[src/rtl/fia_pkg.sv]
`default_nettype none
package fia_pkg;

  localparam int RING_DEPTH = 16;
  localparam int SLOT_W     = $clog2(RING_DEPTH);
  localparam int CNT_W      = $clog2(RING_DEPTH + 1);
  localparam int IVL_W      = 16;
  localparam int SUM_W      = IVL_W + $clog2(RING_DEPTH);
  localparam int FRAC_W     = 8;
  localparam int AVG_W      = 24;
  localparam int FPS_W      = 24;
  localparam int TOTAL_W    = 40;
  localparam int TIME_W     = 32;
  localparam int FC_W       = 16;
  localparam int WT_W       = 32;

  localparam int MS_PER_S   = 1000;
  localparam int MS_W       = 10;
  localparam int NUM_W      = FC_W + MS_W;
  localparam int FPS_SHIFT  = 16;
  localparam int DIV_W      = NUM_W + FPS_SHIFT;
  localparam int DIVISOR_W  = 32;
  localparam int STEP_W     = $clog2(DIV_W + 1);
  localparam int AVG_DVD_W  = SUM_W + FRAC_W;

  localparam int CFG_W      = 16;
  localparam int CFG_IDX_W  = 2;

  localparam logic [CFG_IDX_W-1:0] CFG_SAMPLES_IN_USE = 2'd0;
  localparam logic [CFG_IDX_W-1:0] CFG_MAX_ELAPSED_MS = 2'd1;
  localparam logic [CFG_IDX_W-1:0] CFG_FPS_WINDOW_MS  = 2'd2;

  typedef struct packed {
    logic              en;
    logic [SLOT_W-1:0] addr;
    logic [IVL_W-1:0]  data;
  } ring_wr_t;

  typedef struct packed {
    logic              en;
    logic [SLOT_W-1:0] addr;
  } ring_rd_t;

  typedef struct packed {
    logic             valid;
    logic [IVL_W-1:0] data;
  } ring_rsp_t;

  typedef struct packed {
    logic                 start;
    logic [STEP_W-1:0]    steps;
    logic [DIV_W-1:0]     dividend;
    logic [DIVISOR_W-1:0] divisor;
  } div_req_t;

  typedef struct packed {
    logic             done;
    logic [DIV_W-1:0] quotient;
  } div_rsp_t;

endpackage
`default_nettype wire

[src/rtl/fia_if.sv]
`default_nettype none
interface fia_in_if;
  import fia_pkg::*;
  logic              valid;
  logic              ready;
  logic [TIME_W-1:0] now_ms;

  modport source (output valid, output now_ms, input ready);
  modport sink   (input valid, input now_ms, output ready);
endinterface

interface fia_out_if;
  import fia_pkg::*;
  logic               valid;
  logic               ready;
  logic [AVG_W-1:0]   avg_elapsed_q8;
  logic [FPS_W-1:0]   fps_q8;
  logic [TOTAL_W-1:0] total_time_q8;
  logic               window_restarted;
  logic               fps_saturated;

  modport source (output valid, output avg_elapsed_q8, output fps_q8, output total_time_q8,
                  output window_restarted, output fps_saturated, input ready);
  modport sink   (input valid, input avg_elapsed_q8, input fps_q8, input total_time_q8,
                  input window_restarted, input fps_saturated, output ready);
endinterface
`default_nettype wire

[src/rtl/frame_interval_averager_fps_meter_unit.sv]
`default_nettype none
// Channel   Dir  Payload                                               Transaction
// in_ch     in   now_ms[31:0]                                          valid & ready
// out_ch    out  avg_elapsed_q8, fps_q8, total_time_q8, window_restarted,
//                fps_saturated                                         valid & ready
// cfg       in   cfg_index[1:0], cfg_wdata[15:0]                       cfg_we
//
// Each tick runs in order from acceptance to the result load: the ring write,
// a sweep over the F filled ring slots (1 to 16) that reads one ring entry a
// cycle, then the shared serial divider runs 28 steps on the average and 42 on
// the fps. A tick whose window time is zero skips the fps division.
// Reset clears the slot-written flags at once; there is no clearing pass.
// A new tick is taken only when the previous one has finished; a result held
// in the output register does not block acceptance, only the final load.
module frame_interval_averager_fps_meter_unit
  import fia_pkg::*;
(
  input  wire logic                 clk,
  input  wire logic                 rst_n,
  fia_in_if.sink                    in_ch,
  fia_out_if.source                 out_ch,
  input  wire logic                 cfg_we,
  input  wire logic [CFG_IDX_W-1:0] cfg_index,
  input  wire logic [CFG_W-1:0]     cfg_wdata
);

  typedef enum logic [3:0] {
    S_IDLE, S_WRITE, S_SUM, S_DIVA, S_WAITA, S_UPD, S_DIVF, S_WAITF, S_FIN
  } state_t;

  state_t state_r;

  logic [CNT_W-1:0]   samples_r;
  logic [IVL_W-1:0]   max_elapsed_r;
  logic [IVL_W-1:0]   fps_window_r;

  logic [TIME_W-1:0]  now_r;
  logic [TIME_W-1:0]  prev_time_r;
  logic               seen_r;
  logic [SLOT_W-1:0]  write_slot_r;
  logic [CNT_W-1:0]   filled_r;
  logic [CNT_W-1:0]   issue_r;
  logic [SUM_W-1:0]   sum_r;
  logic [AVG_W-1:0]   avg_r;
  logic [FC_W-1:0]    frame_count_r;
  logic [WT_W-1:0]    window_time_r;
  logic [TIME_W-1:0]  window_start_r;
  logic [TOTAL_W-1:0] total_r;
  logic [NUM_W-1:0]   num_r;
  logic [FPS_W-1:0]   fps_r;
  logic               sat_r;

  logic               out_valid_r;
  logic [AVG_W-1:0]   out_avg_r;
  logic [FPS_W-1:0]   out_fps_r;
  logic [TOTAL_W-1:0] out_total_r;
  logic               out_restart_r;
  logic               out_sat_r;

  div_req_t  div_req_r;
  div_rsp_t  div_rsp;
  ring_wr_t  ring_wr;
  ring_rd_t  ring_rd;
  ring_rsp_t ring_rsp;

  logic [CNT_W-1:0]   size_nxt;
  logic [TIME_W-1:0]  diff_nxt;
  logic [IVL_W-1:0]   interval_nxt;
  logic [SLOT_W-1:0]  slot_nxt;
  logic [CNT_W-1:0]   slot_inc;
  logic [CNT_W-1:0]   filled_lim;
  logic [CNT_W-1:0]   filled_nxt;
  logic [FC_W-1:0]    fc_nxt;
  logic [WT_W:0]      wt_sum;
  logic [WT_W-1:0]    wt_nxt;
  logic [TIME_W-1:0]  since_nxt;
  logic               out_free;

  always_comb begin
    if (samples_r == '0) begin
      size_nxt = CNT_W'(1);
    end else if (samples_r > CNT_W'(RING_DEPTH)) begin
      size_nxt = CNT_W'(RING_DEPTH);
    end else begin
      size_nxt = samples_r;
    end

    diff_nxt = now_r - prev_time_r;
    if (!seen_r) begin
      interval_nxt = '0;
    end else if (diff_nxt > {{(TIME_W-IVL_W){1'b0}}, max_elapsed_r}) begin
      interval_nxt = max_elapsed_r;
    end else begin
      interval_nxt = diff_nxt[IVL_W-1:0];
    end

    // A write pointer left beyond a shrunken ring restarts at slot zero.
    slot_nxt   = ({1'b0, write_slot_r} >= size_nxt) ? '0 : write_slot_r;
    slot_inc   = {1'b0, slot_nxt} + 1'b1;
    filled_lim = (filled_r > size_nxt) ? size_nxt : filled_r;
    filled_nxt = (filled_lim < size_nxt) ? filled_lim + 1'b1 : filled_lim;

    fc_nxt    = (frame_count_r == '1) ? frame_count_r : frame_count_r + 1'b1;
    wt_sum    = {1'b0, window_time_r} + {{(WT_W+1-AVG_W){1'b0}}, avg_r};
    wt_nxt    = wt_sum[WT_W] ? '1 : wt_sum[WT_W-1:0];
    since_nxt = now_r - window_start_r;

    out_free  = !out_valid_r || out_ch.ready;
  end

  // The ring write happens in its own cycle ahead of the sweep, so a read never
  // meets a write to the same slot in flight.
  always_comb begin
    ring_wr.en   = (state_r == S_WRITE);
    ring_wr.addr = slot_nxt;
    ring_wr.data = interval_nxt;
    ring_rd.en   = (state_r == S_SUM) && (issue_r < filled_r);
    ring_rd.addr = issue_r[SLOT_W-1:0];
  end

  fia_ring_mem u_ring (
    .clk   (clk),
    .rst_n (rst_n),
    .wr    (ring_wr),
    .rd    (ring_rd),
    .rsp   (ring_rsp)
  );

  fia_divider u_div (
    .clk   (clk),
    .rst_n (rst_n),
    .req   (div_req_r),
    .rsp   (div_rsp)
  );

  always_ff @(posedge clk) begin
    if (!rst_n) begin
      samples_r     <= CNT_W'(RING_DEPTH);
      max_elapsed_r <= IVL_W'(100);
      fps_window_r  <= IVL_W'(MS_PER_S);
    end else if (cfg_we) begin
      unique case (cfg_index)
        CFG_SAMPLES_IN_USE: samples_r     <= cfg_wdata[CNT_W-1:0];
        CFG_MAX_ELAPSED_MS: max_elapsed_r <= cfg_wdata[IVL_W-1:0];
        CFG_FPS_WINDOW_MS:  fps_window_r  <= cfg_wdata[IVL_W-1:0];
        default: ;
      endcase
    end
  end

  always_ff @(posedge clk) begin
    if (!rst_n) begin
      state_r         <= S_IDLE;
      prev_time_r     <= '0;
      seen_r          <= 1'b0;
      write_slot_r    <= '0;
      filled_r        <= '0;
      frame_count_r   <= '0;
      window_time_r   <= '0;
      window_start_r  <= '0;
      total_r         <= '0;
      issue_r         <= '0;
      div_req_r.start <= 1'b0;
      out_valid_r     <= 1'b0;
    end else begin
      div_req_r.start <= 1'b0;
      if (out_valid_r && out_ch.ready) begin
        out_valid_r <= 1'b0;
      end

      unique case (state_r)
        S_IDLE: begin
          if (in_ch.valid) begin
            now_r   <= in_ch.now_ms;
            state_r <= S_WRITE;
          end
        end

        S_WRITE: begin
          seen_r       <= 1'b1;
          prev_time_r  <= now_r;
          write_slot_r <= (slot_inc >= size_nxt) ? '0 : slot_inc[SLOT_W-1:0];
          filled_r     <= filled_nxt;
          issue_r      <= '0;
          sum_r        <= '0;
          state_r      <= S_SUM;
        end

        S_SUM: begin
          if (ring_rd.en) begin
            issue_r <= issue_r + 1'b1;
          end
          if (ring_rsp.valid) begin
            sum_r <= sum_r + {{(SUM_W-IVL_W){1'b0}}, ring_rsp.data};
          end
          if (!ring_rd.en && !ring_rsp.valid) begin
            state_r <= S_DIVA;
          end
        end

        S_DIVA: begin
          div_req_r.start    <= 1'b1;
          div_req_r.steps    <= STEP_W'(AVG_DVD_W);
          div_req_r.dividend <= {sum_r, {FRAC_W{1'b0}}, {(DIV_W-AVG_DVD_W){1'b0}}};
          div_req_r.divisor  <= {{(DIVISOR_W-CNT_W){1'b0}}, filled_r};
          state_r            <= S_WAITA;
        end

        S_WAITA: begin
          if (div_rsp.done) begin
            if (div_rsp.quotient[DIV_W-1:AVG_W] != '0) begin
              avg_r <= '1;
            end else begin
              avg_r <= div_rsp.quotient[AVG_W-1:0];
            end
            state_r <= S_UPD;
          end
        end

        S_UPD: begin
          frame_count_r <= fc_nxt;
          window_time_r <= wt_nxt;
          total_r       <= total_r + {{(TOTAL_W-AVG_W){1'b0}}, avg_r};
          num_r         <= NUM_W'(fc_nxt) * NUM_W'(MS_PER_S);
          state_r       <= S_DIVF;
        end

        S_DIVF: begin
          if (window_time_r == '0) begin
            fps_r   <= '1;
            sat_r   <= 1'b1;
            state_r <= S_FIN;
          end else begin
            div_req_r.start    <= 1'b1;
            div_req_r.steps    <= STEP_W'(DIV_W);
            div_req_r.dividend <= {num_r, {FPS_SHIFT{1'b0}}};
            div_req_r.divisor  <= window_time_r;
            state_r            <= S_WAITF;
          end
        end

        S_WAITF: begin
          if (div_rsp.done) begin
            if (div_rsp.quotient[DIV_W-1:FPS_W] != '0) begin
              fps_r <= '1;
              sat_r <= 1'b1;
            end else begin
              fps_r <= div_rsp.quotient[FPS_W-1:0];
              sat_r <= 1'b0;
            end
            state_r <= S_FIN;
          end
        end

        S_FIN: begin
          if (out_free) begin
            out_valid_r   <= 1'b1;
            out_avg_r     <= avg_r;
            out_fps_r     <= fps_r;
            out_total_r   <= total_r;
            out_sat_r     <= sat_r;
            out_restart_r <= (since_nxt > {{(TIME_W-IVL_W){1'b0}}, fps_window_r});
            if (since_nxt > {{(TIME_W-IVL_W){1'b0}}, fps_window_r}) begin
              frame_count_r  <= '0;
              window_time_r  <= '0;
              window_start_r <= now_r;
            end
            state_r <= S_IDLE;
          end
        end

        default: state_r <= S_IDLE;
      endcase
    end
  end

  assign in_ch.ready             = (state_r == S_IDLE);
  assign out_ch.valid            = out_valid_r;
  assign out_ch.avg_elapsed_q8   = out_avg_r;
  assign out_ch.fps_q8           = out_fps_r;
  assign out_ch.total_time_q8    = out_total_r;
  assign out_ch.window_restarted = out_restart_r;
  assign out_ch.fps_saturated    = out_sat_r;

  a_div_start_phase: assert property (@(posedge clk) disable iff (!rst_n)
    div_req_r.start |-> (state_r == S_WAITA || state_r == S_WAITF))
    else $error("divider started outside a divide phase");

  a_ring_read_in_range: assert property (@(posedge clk) disable iff (!rst_n)
    ring_rd.en |-> (filled_r != '0 && filled_r <= CNT_W'(RING_DEPTH)))
    else $error("ring read with an invalid fill count");

  a_out_load_from_fin: assert property (@(posedge clk) disable iff (!rst_n)
    $rose(out_valid_r) |-> $past(state_r == S_FIN))
    else $error("result loaded outside the final step");

  a_sat_value: assert property (@(posedge clk) disable iff (!rst_n)
    (out_valid_r && out_sat_r) |-> (out_fps_r == '1))
    else $error("saturated fps result without the saturated value");

endmodule
`default_nettype wire

[src/rtl/fia_ring_mem.sv]
`default_nettype none
module fia_ring_mem
  import fia_pkg::*;
(
  input  wire logic clk,
  input  wire logic rst_n,
  input  wire ring_wr_t  wr,
  input  wire ring_rd_t  rd,
  output ring_rsp_t      rsp
);

  logic [IVL_W-1:0]      mem [RING_DEPTH];
  logic [RING_DEPTH-1:0] written_r;
  logic [IVL_W-1:0]      rdata_r;
  logic                  rvalid_r;
  logic                  rwritten_r;

  always_ff @(posedge clk) begin
    if (wr.en) begin
      mem[wr.addr] <= wr.data;
    end
    rdata_r <= mem[rd.addr];
  end

  // Slots never written read as zero, matching the cleared ring after reset.
  always_ff @(posedge clk) begin
    if (!rst_n) begin
      written_r  <= '0;
      rvalid_r   <= 1'b0;
      rwritten_r <= 1'b0;
    end else begin
      if (wr.en) begin
        written_r[wr.addr] <= 1'b1;
      end
      rvalid_r   <= rd.en;
      rwritten_r <= written_r[rd.addr];
    end
  end

  assign rsp.valid = rvalid_r;
  assign rsp.data  = rwritten_r ? rdata_r : '0;

endmodule
`default_nettype wire

[src/rtl/fia_divider.sv]
`default_nettype none
module fia_divider
  import fia_pkg::*;
(
  input  wire logic clk,
  input  wire logic rst_n,
  input  wire div_req_t req,
  output div_rsp_t      rsp
);

  logic [DIVISOR_W-1:0] rem_r;
  logic [DIV_W-1:0]     dvd_r;
  logic [DIVISOR_W-1:0] divisor_r;
  logic [STEP_W-1:0]    cnt_r;
  logic                 busy_r;
  logic                 done_r;

  logic [DIVISOR_W:0]   trial;
  logic                 qbit;
  logic [DIVISOR_W:0]   diff;

  // Restoring division, one quotient bit per cycle. The quotient bits shift in
  // at the bottom of the dividend register as the dividend shifts out the top.
  always_comb begin
    trial = {rem_r, dvd_r[DIV_W-1]};
    diff  = trial - {1'b0, divisor_r};
    qbit  = (trial >= {1'b0, divisor_r});
  end

  always_ff @(posedge clk) begin
    if (!rst_n) begin
      busy_r <= 1'b0;
      done_r <= 1'b0;
      cnt_r  <= '0;
    end else begin
      done_r <= 1'b0;
      if (req.start) begin
        rem_r     <= '0;
        dvd_r     <= req.dividend;
        divisor_r <= req.divisor;
        cnt_r     <= req.steps;
        busy_r    <= 1'b1;
      end else if (busy_r) begin
        rem_r <= qbit ? diff[DIVISOR_W-1:0] : trial[DIVISOR_W-1:0];
        dvd_r <= {dvd_r[DIV_W-2:0], qbit};
        cnt_r <= cnt_r - 1'b1;
        if (cnt_r == STEP_W'(1)) begin
          busy_r <= 1'b0;
          done_r <= 1'b1;
        end
      end
    end
  end

  assign rsp.done     = done_r;
  assign rsp.quotient = dvd_r;

endmodule
`default_nettype wire
[src/flat_wrapper.sv]
// flat-port wrapper written by rule: the top's interface ports become plain ports
module frame_interval_averager_fps_meter_unit_flat import fia_pkg::*;
  (clk, rst_n, cfg_we, cfg_index, cfg_wdata, in_ch_valid, in_ch_now_ms, in_ch_ready, out_ch_valid, out_ch_avg_elapsed_q8, out_ch_fps_q8, out_ch_total_time_q8, out_ch_window_restarted, out_ch_fps_saturated, out_ch_ready);
  fia_in_if in_ch_i ();
  fia_out_if out_ch_i ();
  input  wire logic clk;
  input  wire logic rst_n;
  input  wire logic cfg_we;
  input  wire logic [CFG_IDX_W-1:0] cfg_index;
  input  wire logic [CFG_W-1:0] cfg_wdata;
  input wire logic [$bits(in_ch_i.valid)-1:0] in_ch_valid;
  input wire logic [$bits(in_ch_i.now_ms)-1:0] in_ch_now_ms;
  output wire logic [$bits(in_ch_i.ready)-1:0] in_ch_ready;
  output wire logic [$bits(out_ch_i.valid)-1:0] out_ch_valid;
  output wire logic [$bits(out_ch_i.avg_elapsed_q8)-1:0] out_ch_avg_elapsed_q8;
  output wire logic [$bits(out_ch_i.fps_q8)-1:0] out_ch_fps_q8;
  output wire logic [$bits(out_ch_i.total_time_q8)-1:0] out_ch_total_time_q8;
  output wire logic [$bits(out_ch_i.window_restarted)-1:0] out_ch_window_restarted;
  output wire logic [$bits(out_ch_i.fps_saturated)-1:0] out_ch_fps_saturated;
  input wire logic [$bits(out_ch_i.ready)-1:0] out_ch_ready;
  assign in_ch_i.valid = in_ch_valid;
  assign in_ch_i.now_ms = in_ch_now_ms;
  assign in_ch_ready = in_ch_i.ready;
  assign out_ch_valid = out_ch_i.valid;
  assign out_ch_avg_elapsed_q8 = out_ch_i.avg_elapsed_q8;
  assign out_ch_fps_q8 = out_ch_i.fps_q8;
  assign out_ch_total_time_q8 = out_ch_i.total_time_q8;
  assign out_ch_window_restarted = out_ch_i.window_restarted;
  assign out_ch_fps_saturated = out_ch_i.fps_saturated;
  assign out_ch_i.ready = out_ch_ready;
  frame_interval_averager_fps_meter_unit u_core (.clk(clk), .rst_n(rst_n), .in_ch(in_ch_i), .out_ch(out_ch_i), .cfg_we(cfg_we), .cfg_index(cfg_index), .cfg_wdata(cfg_wdata));
endmodule
[config.mk]
export PLATFORM = sky130hd
export DESIGN_NAME = frame_interval_averager_fps_meter_unit_flat
export DESIGN_NICKNAME = d
export VERILOG_FILES = /design/src/rtl/fia_pkg.sv /design/src/rtl/fia_if.sv /design/src/rtl/frame_interval_averager_fps_meter_unit.sv /design/src/rtl/fia_ring_mem.sv /design/src/rtl/fia_divider.sv /design/src/flat_wrapper.sv
export SDC_FILE = /design/constraint.sdc
export NUM_CORES = 2
export LEC_CHECK = 0
export ABC_AREA = 1
export BUFFER_PORTS_ARGS = -buffer_cell sky130_fd_sc_hd__buf_2
export CAP_MARGIN = 20
export CORE_MARGIN = 1
export CORE_UTILIZATION = 25
export DETAILED_ROUTE_END_ITERATION = 8
export HOLD_SLACK_MARGIN = 0.05
export PLACE_DENSITY_LB_ADDON = 0.2
export RECOVER_POWER = 100
export SYNTH_ARGS = -nofsm -noshare
export SYNTH_HDL_FRONTEND = slang
export SYNTH_HIERARCHICAL = 1
export SYNTH_SLANG_ARGS = --single-unit
[constraint.sdc]
create_clock -name clk -period 11.5 [get_ports clk]
set_clock_uncertainty 0.2 [all_clocks]
set_input_delay 2.875 -clock clk [delete_from_list [all_inputs] [get_ports clk]]
set_output_delay 2.875 -clock clk [all_outputs]
set_load 0.03 [all_outputs]
### Word-level counts from Yosys, hierarchy flattened

Memories as Yosys holds them, arrays and structs flattened. A register that Yosys moved wholly into a read port is not among the register bits.
Index checks and enable logic that the tools add are counted.

* register bits: 636
* bits in writable memories: 256
* bits of input ports: 55
* output and inout bits: 92
* logic and storage cells: 180
* memories: 1

Memory list
* u_core.u_ring.mem: depth 16, bits a word 16, read ports 1, clocked after Yosys merged registers in 1, wr ports 1, line fia_ring_mem.sv:12 `logic [IVL_W-1:0] mem [RING_DEPTH];`

* add/subtract/negate cells: 11
* multipliers: 1
* $lt $le $gt $ge: 12
* equality and inequality tests: 22
* mux-type cells: 57
* bitwise logic cells: 3
* reduce and logical (&&, ||, !) cells: 35

Operators with widths (number)
* one-hot mux 81 bit (2 select lines): 1
* two-way mux 32 bit: 5
* two-way mux 16 bit: 6
* subtractor 32 bit: 3
* two-way mux 42 bit: 2
* two-way mux 81 bit: 1
* two-way mux 24 bit: 3
* greater-than comparator 32 x 16 -> 1 bit: 2
* one-hot mux 32 bit (2 select lines): 1
* one-hot mux 24 bit (2 select lines): 1
* adder 40 x 24 -> 40 bit: 1
* one-hot mux 20 bit (2 select lines): 1
* one-hot mux 4 bit (9 select lines): 1
* adder 32 x 24 -> 33 bit: 1
* greater-or-equal comparator 33 x 32 -> 1 bit: 1
* zero test 32 bit: 1
* two-way mux 4 bit: 8
* one-hot mux 16 bit (2 select lines): 1
* two-way mux 5 bit: 5
* multiplier 16 x 7 -> 23 bit (second input constant): 1
* AND reduction 3 bit: 7
* adder 20 x 16 -> 20 bit: 1
* two-way mux 20 bit: 1
* nonzero test 18 bit: 1
* other kinds (40): 85

### Longest topological paths before layout

* word-level depth: 10
* gate-level depth with buffers: 30
* mapped depth without buffers: 30

### By module

Netlist, hierarchy kept.

Modules (own cells, without submodules)
* frame_interval_averager_fps_meter_unit: instances 1, cells each 3816, area each 30013.8 um^2, seq. area each 12371.9 um^2
* fia_ring_mem: instances 1, cells each 926, area each 11424.7 um^2, seq. area each 8368.0 um^2
* fia_divider: instances 1, cells each 1067, area each 7801.2 um^2, seq. area each 3343.2 um^2

### Worst setup path after synthesis

OpenSTA, ideal clock, no wires.

* kind: input -> register
* start: input port rst_n
* end: register u_core.out_avg_r[0] (netlist: u_core/out_ch.avg_elapsed_q8[0]), enable pin
* arrival: 9.297 ns
* data required time: 10.651 ns
* slack: 1.354 ns
* stages on the path: 3
* path buffers: 1
* cell sequence: inv_2 -> buf_1 -> nor3_1

* word-level cells in the longest chain between the ends: 1

Ends and longest elaborated chain
* start, declared: line flat_wrapper.sv:7 `input wire logic rst_n;`
* AND reduction 3 bit (no line)
* end signal, assigned: line frame_interval_averager_fps_meter_unit.sv:258 `out_avg_r <= avg_r;`
* end, declared: line frame_interval_averager_fps_meter_unit.sv:54 `logic [AVG_W-1:0] out_avg_r;`

Every way passes these cells.
A chain may end at the register's enable or synchronous reset.

### Worst setup path in the final report

* start: input port rst_n
* end: register u_core.u_div.dvd_r[9], enable pin

* word-level cells in the longest chain between the ends: 1

Ends and longest elaborated chain
* AND reduction 2 bit (no line)
* end signal, assigned: line fia_divider.sv:39 `dvd_r <= req.dividend;`
* end signal, assigned: line fia_divider.sv:45 `dvd_r <= {dvd_r[DIV_W-2:0], qbit};`
* end, declared: line fia_divider.sv:12 `logic [DIV_W-1:0] dvd_r;`

Every way passes these cells.

==> results.yml <==
synthesis:
  synthDistinctLibCells: 63
  async_reset_ff_frac: 0
  synth_seq_cells: 886
  synth_top_area_frac: 0.387
  synth_area_sq_um: 49200
  synth_area_leaders: "edfxtp_1, nand2_1, dfxtp_1"
  synth-edff-count: 634
  ys_seq_area_frac: 0.489
  synth_common_cells: "nand2_1, inv_1, nor2_1, edfxtp_1, o21ai_0"
  synth_flop_cell: "edfxtp_1"
  synthesis.instances: 5809
  yosysWarnings: 6
  synth_most_common_cell: "nand2_1"
  avgSynthCellArea_sq_um: 8.48
  yosys.area.top_type: "edfxtp_1"
setup_path:
  crit_fanout: 39
  crit_buf_inv: 4
  slowest_delay_ns: 1.85
  cpMaxStageDelayCell: "clkbuf_1"
  path_class: "in2reg"
  crit_path_start_kind: "input pin"
  cp.arrival_ns: 8.71
  worst_path_dominant_cell_family: "buffers and inverters"
  required_ns: 11.58
  crit_path_end_kind: "flip-flop"
  cp_common_cell: "clkbuf_1"
  cp_cell_sequence: "clkbuf_1 > inv_1 > nor2_1 > clkbuf_1 > clkbuf_1"
global_routing:
  grt_pass1_vias: 37400
  antenna_found_initial: 4
  grt_max_degree: 79
  grt_overflow: 0
  grt_usage: 0.148
  grt_pass1_wl_um: 228000
clocking:
  cts_resized: 0
  clkLatencyLatePin_ns: 0.73
  clockBufferDepth: 3
  path_clk_slew_ns: 0.06
  cts_max_level: 3
  root_buffer: "clkbuf_16"
  cts_buffers: 97
  cts_tree: "yes"
  cts_sinks: 886
  postCtsHoldBufs: 0
  cts_setup_buffers: 0
die:
  die_area_sq_um: 199000
  row_count: 162
  fp.dieW_um: 446
  start_util: 0.252
  core_area_sq_um: 195000
  ios: 147
  die_h_um: 446
timing:
  rsz0062_at_grt: "no"
  layout_setup_ws_ns: 2.87
  fin_crit_ns: 8.63
  worst_pin_slew_ns: 3.52
  timing.fmax_ghz: 0.116
  hold_viol_final: 0
  final_max_slew_viol_count: 958
  maxSlewHeadroom: -1.34
  period_share: 0.750
  tns_ns: 0
  setup_viol: 0
layout:
  nNetsFinal: 6346
  final_cells: 8684
  fill_cells: 21100
  multi_input_area_sq_um: 21100
  drive_gt1_frac: 0.0495
  register_area_sq_um: 24100
  fin_util: 0.286
  area_growth_pct: 13.2
power_and_ir_drop:
  vdd_ir_drop_max_v: 0.000113
  powerDensity_nw_per_um2: 173
  leakage_uw: 0.0232
place:
  hpwlAfterDp_um: 107000
  port_buffers: 146
  place.gp.congestion: 0.890
  dp_cells: 8490
  dp_slack_ns: 5.02
flow_run:
  maxCapViolations: 31
routing:
  vias: 38300
  wl_per_cell_um: 17.1
  route.detailed.drc: 0
  avgViaCountPerCell: 4.41
  drt-pass1-iter-count: 6
  antenna_left: 0
  drt_iter0_markers: 2703
  routed_wl_um: 148000
run_status:
  violations: "max-capacitance violations, max-slew violations"
  status: "finished, violations left"
min_path:
  hp-class: "reg2reg"
state kept, by name, summed over array words and instances (netlist names), 6 cells and up:
| register | count |
|---|---|
| u_core/out_ch.fps_q8 | 24 |
| u_core/u_ring/written_r | 16 |
| u_core/div_req_r | 59 |
| u_core/u_div/rem_r | 32 |
| u_core/frame_count_r | 16 |
| u_core/u_div/divisor_r | 32 |
| u_core/window_time_r | 32 |
| u_core/u_div/cnt_r | 6 |
| u_core/fps_r | 24 |
| u_core/prev_time_r | 32 |
| u_core/u_div/dvd_r | 42 |
| u_core/fps_window_r | 16 |
| u_core/max_elapsed_r | 16 |
| u_core/now_r | 32 |
| u_core/sum_r | 20 |
| u_core/out_ch.avg_elapsed_q8 | 24 |
| u_core/u_ring/rdata_r | 16 |
| u_core/window_start_r | 32 |
| u_core/total_r | 40 |
| u_core/u_ring/mem | 256 |
| u_core/avg_r | 24 |
| u_core/out_ch.total_time_q8 | 40 |
| u_core/num_r | 23 |
report_power, final:
part / internal, uW / leakage (uW) / switching, uW
Sequential: 3670 / 0.00755 / 151
Combinational: 884 / 0.0142 / 1860
Clock: 1710 / 0.00152 / 1370
final cells by class:
type,count,share of cell area
repair buffers,195,0.0152
diodes,3,0.000135
well taps,2624,0.0589
clock inverters,53,0.00824
inverters,886,0.0597
clock buffers,131,0.0476
flip-flops and latches,886,0.432
multi-input cells,3906,0.378
metal layers:
layer | part of all wire | track usage | vias to the layer above | wire (um)
met4 | 0.019 | 0.0333 | 0 | 2740
met1 | 0.49 | 0.207 | 18200 | 72700
met2 | 0.46 | 0.243 | 625 | 67600
met3 | 0.035 | 0.0182 | 162 | 5220
li1 | - | - | 19300 | -
met5 | 0 | 0 | - | 0
final timing paths:
kind | start | endpoint | slack, ns | cells after the start
setup / recovery | rst_n | u_core/u_div/dvd_r[9]$_DFFE_PP_ | 2.87 | 5
setup reg to reg | u_core/div_req_r[80]$_SDFF_PN0_ | u_core/u_div/dvd_r[9]$_DFFE_PP_ | 4.05 | 5
hold / removal | u_core/fps_r[12]$_SDFFCE_PN1P_ | u_core/out_ch.fps_q8[12]$_DFFE_PP_ | 0.22 | 0
hold reg to reg | u_core/fps_r[12]$_SDFFCE_PN1P_ | u_core/out_ch.fps_q8[12]$_DFFE_PP_ | 0.22 | 0
layout by cell type (no fill, tap or decap), drive strengths merged, types with 230 or more instances in the layout:
cell,Yosys,layout
a21oi,298,298
clkbuf,84,271
dfxtp,252,252
edfxtp,634,634
ha,267,267
inv,882,888
nand2,1432,1432
nand3,230,230
nor2,741,741
o21ai,378,378
per-stage QoR:
stage          power [uW]  instance area, sq um  hold WS [ns]
6_report             9650                 55700         0.218
5_1_grt             10300                 55700         0.225
4_1_cts              9780                 56100         0.220
3_5_place_dp         6650                 53000         0.206
3_3_place_gp         6630                 52900         0.203
2_1_floorplan        5840                 49300         0.200
logic make-up (layout without fill, tap and decap cells):
group,Yosys count,in the layout,synth area share
buffers and inverters,1036,1265,0.0847
AOI/OAI and AO/OA,878,878,0.0997
adders and majority gates,319,319,0.0890
and+or+nand+nor,2571,2571,0.216
other,1,23,0.0000762
xor gates and xnor gates,118,118,0.0210
DFF,886,886,0.489
worst register-to-register path: cells and delay by family, from the launching register on:
family / cells / cell delay (ns)
buffers and inverters: 3 / 5.51
flip-flops: 1 / 0.31
AND/OR/NAND/NOR: 2 / 0.93
(Power assumes the default switching activity.)
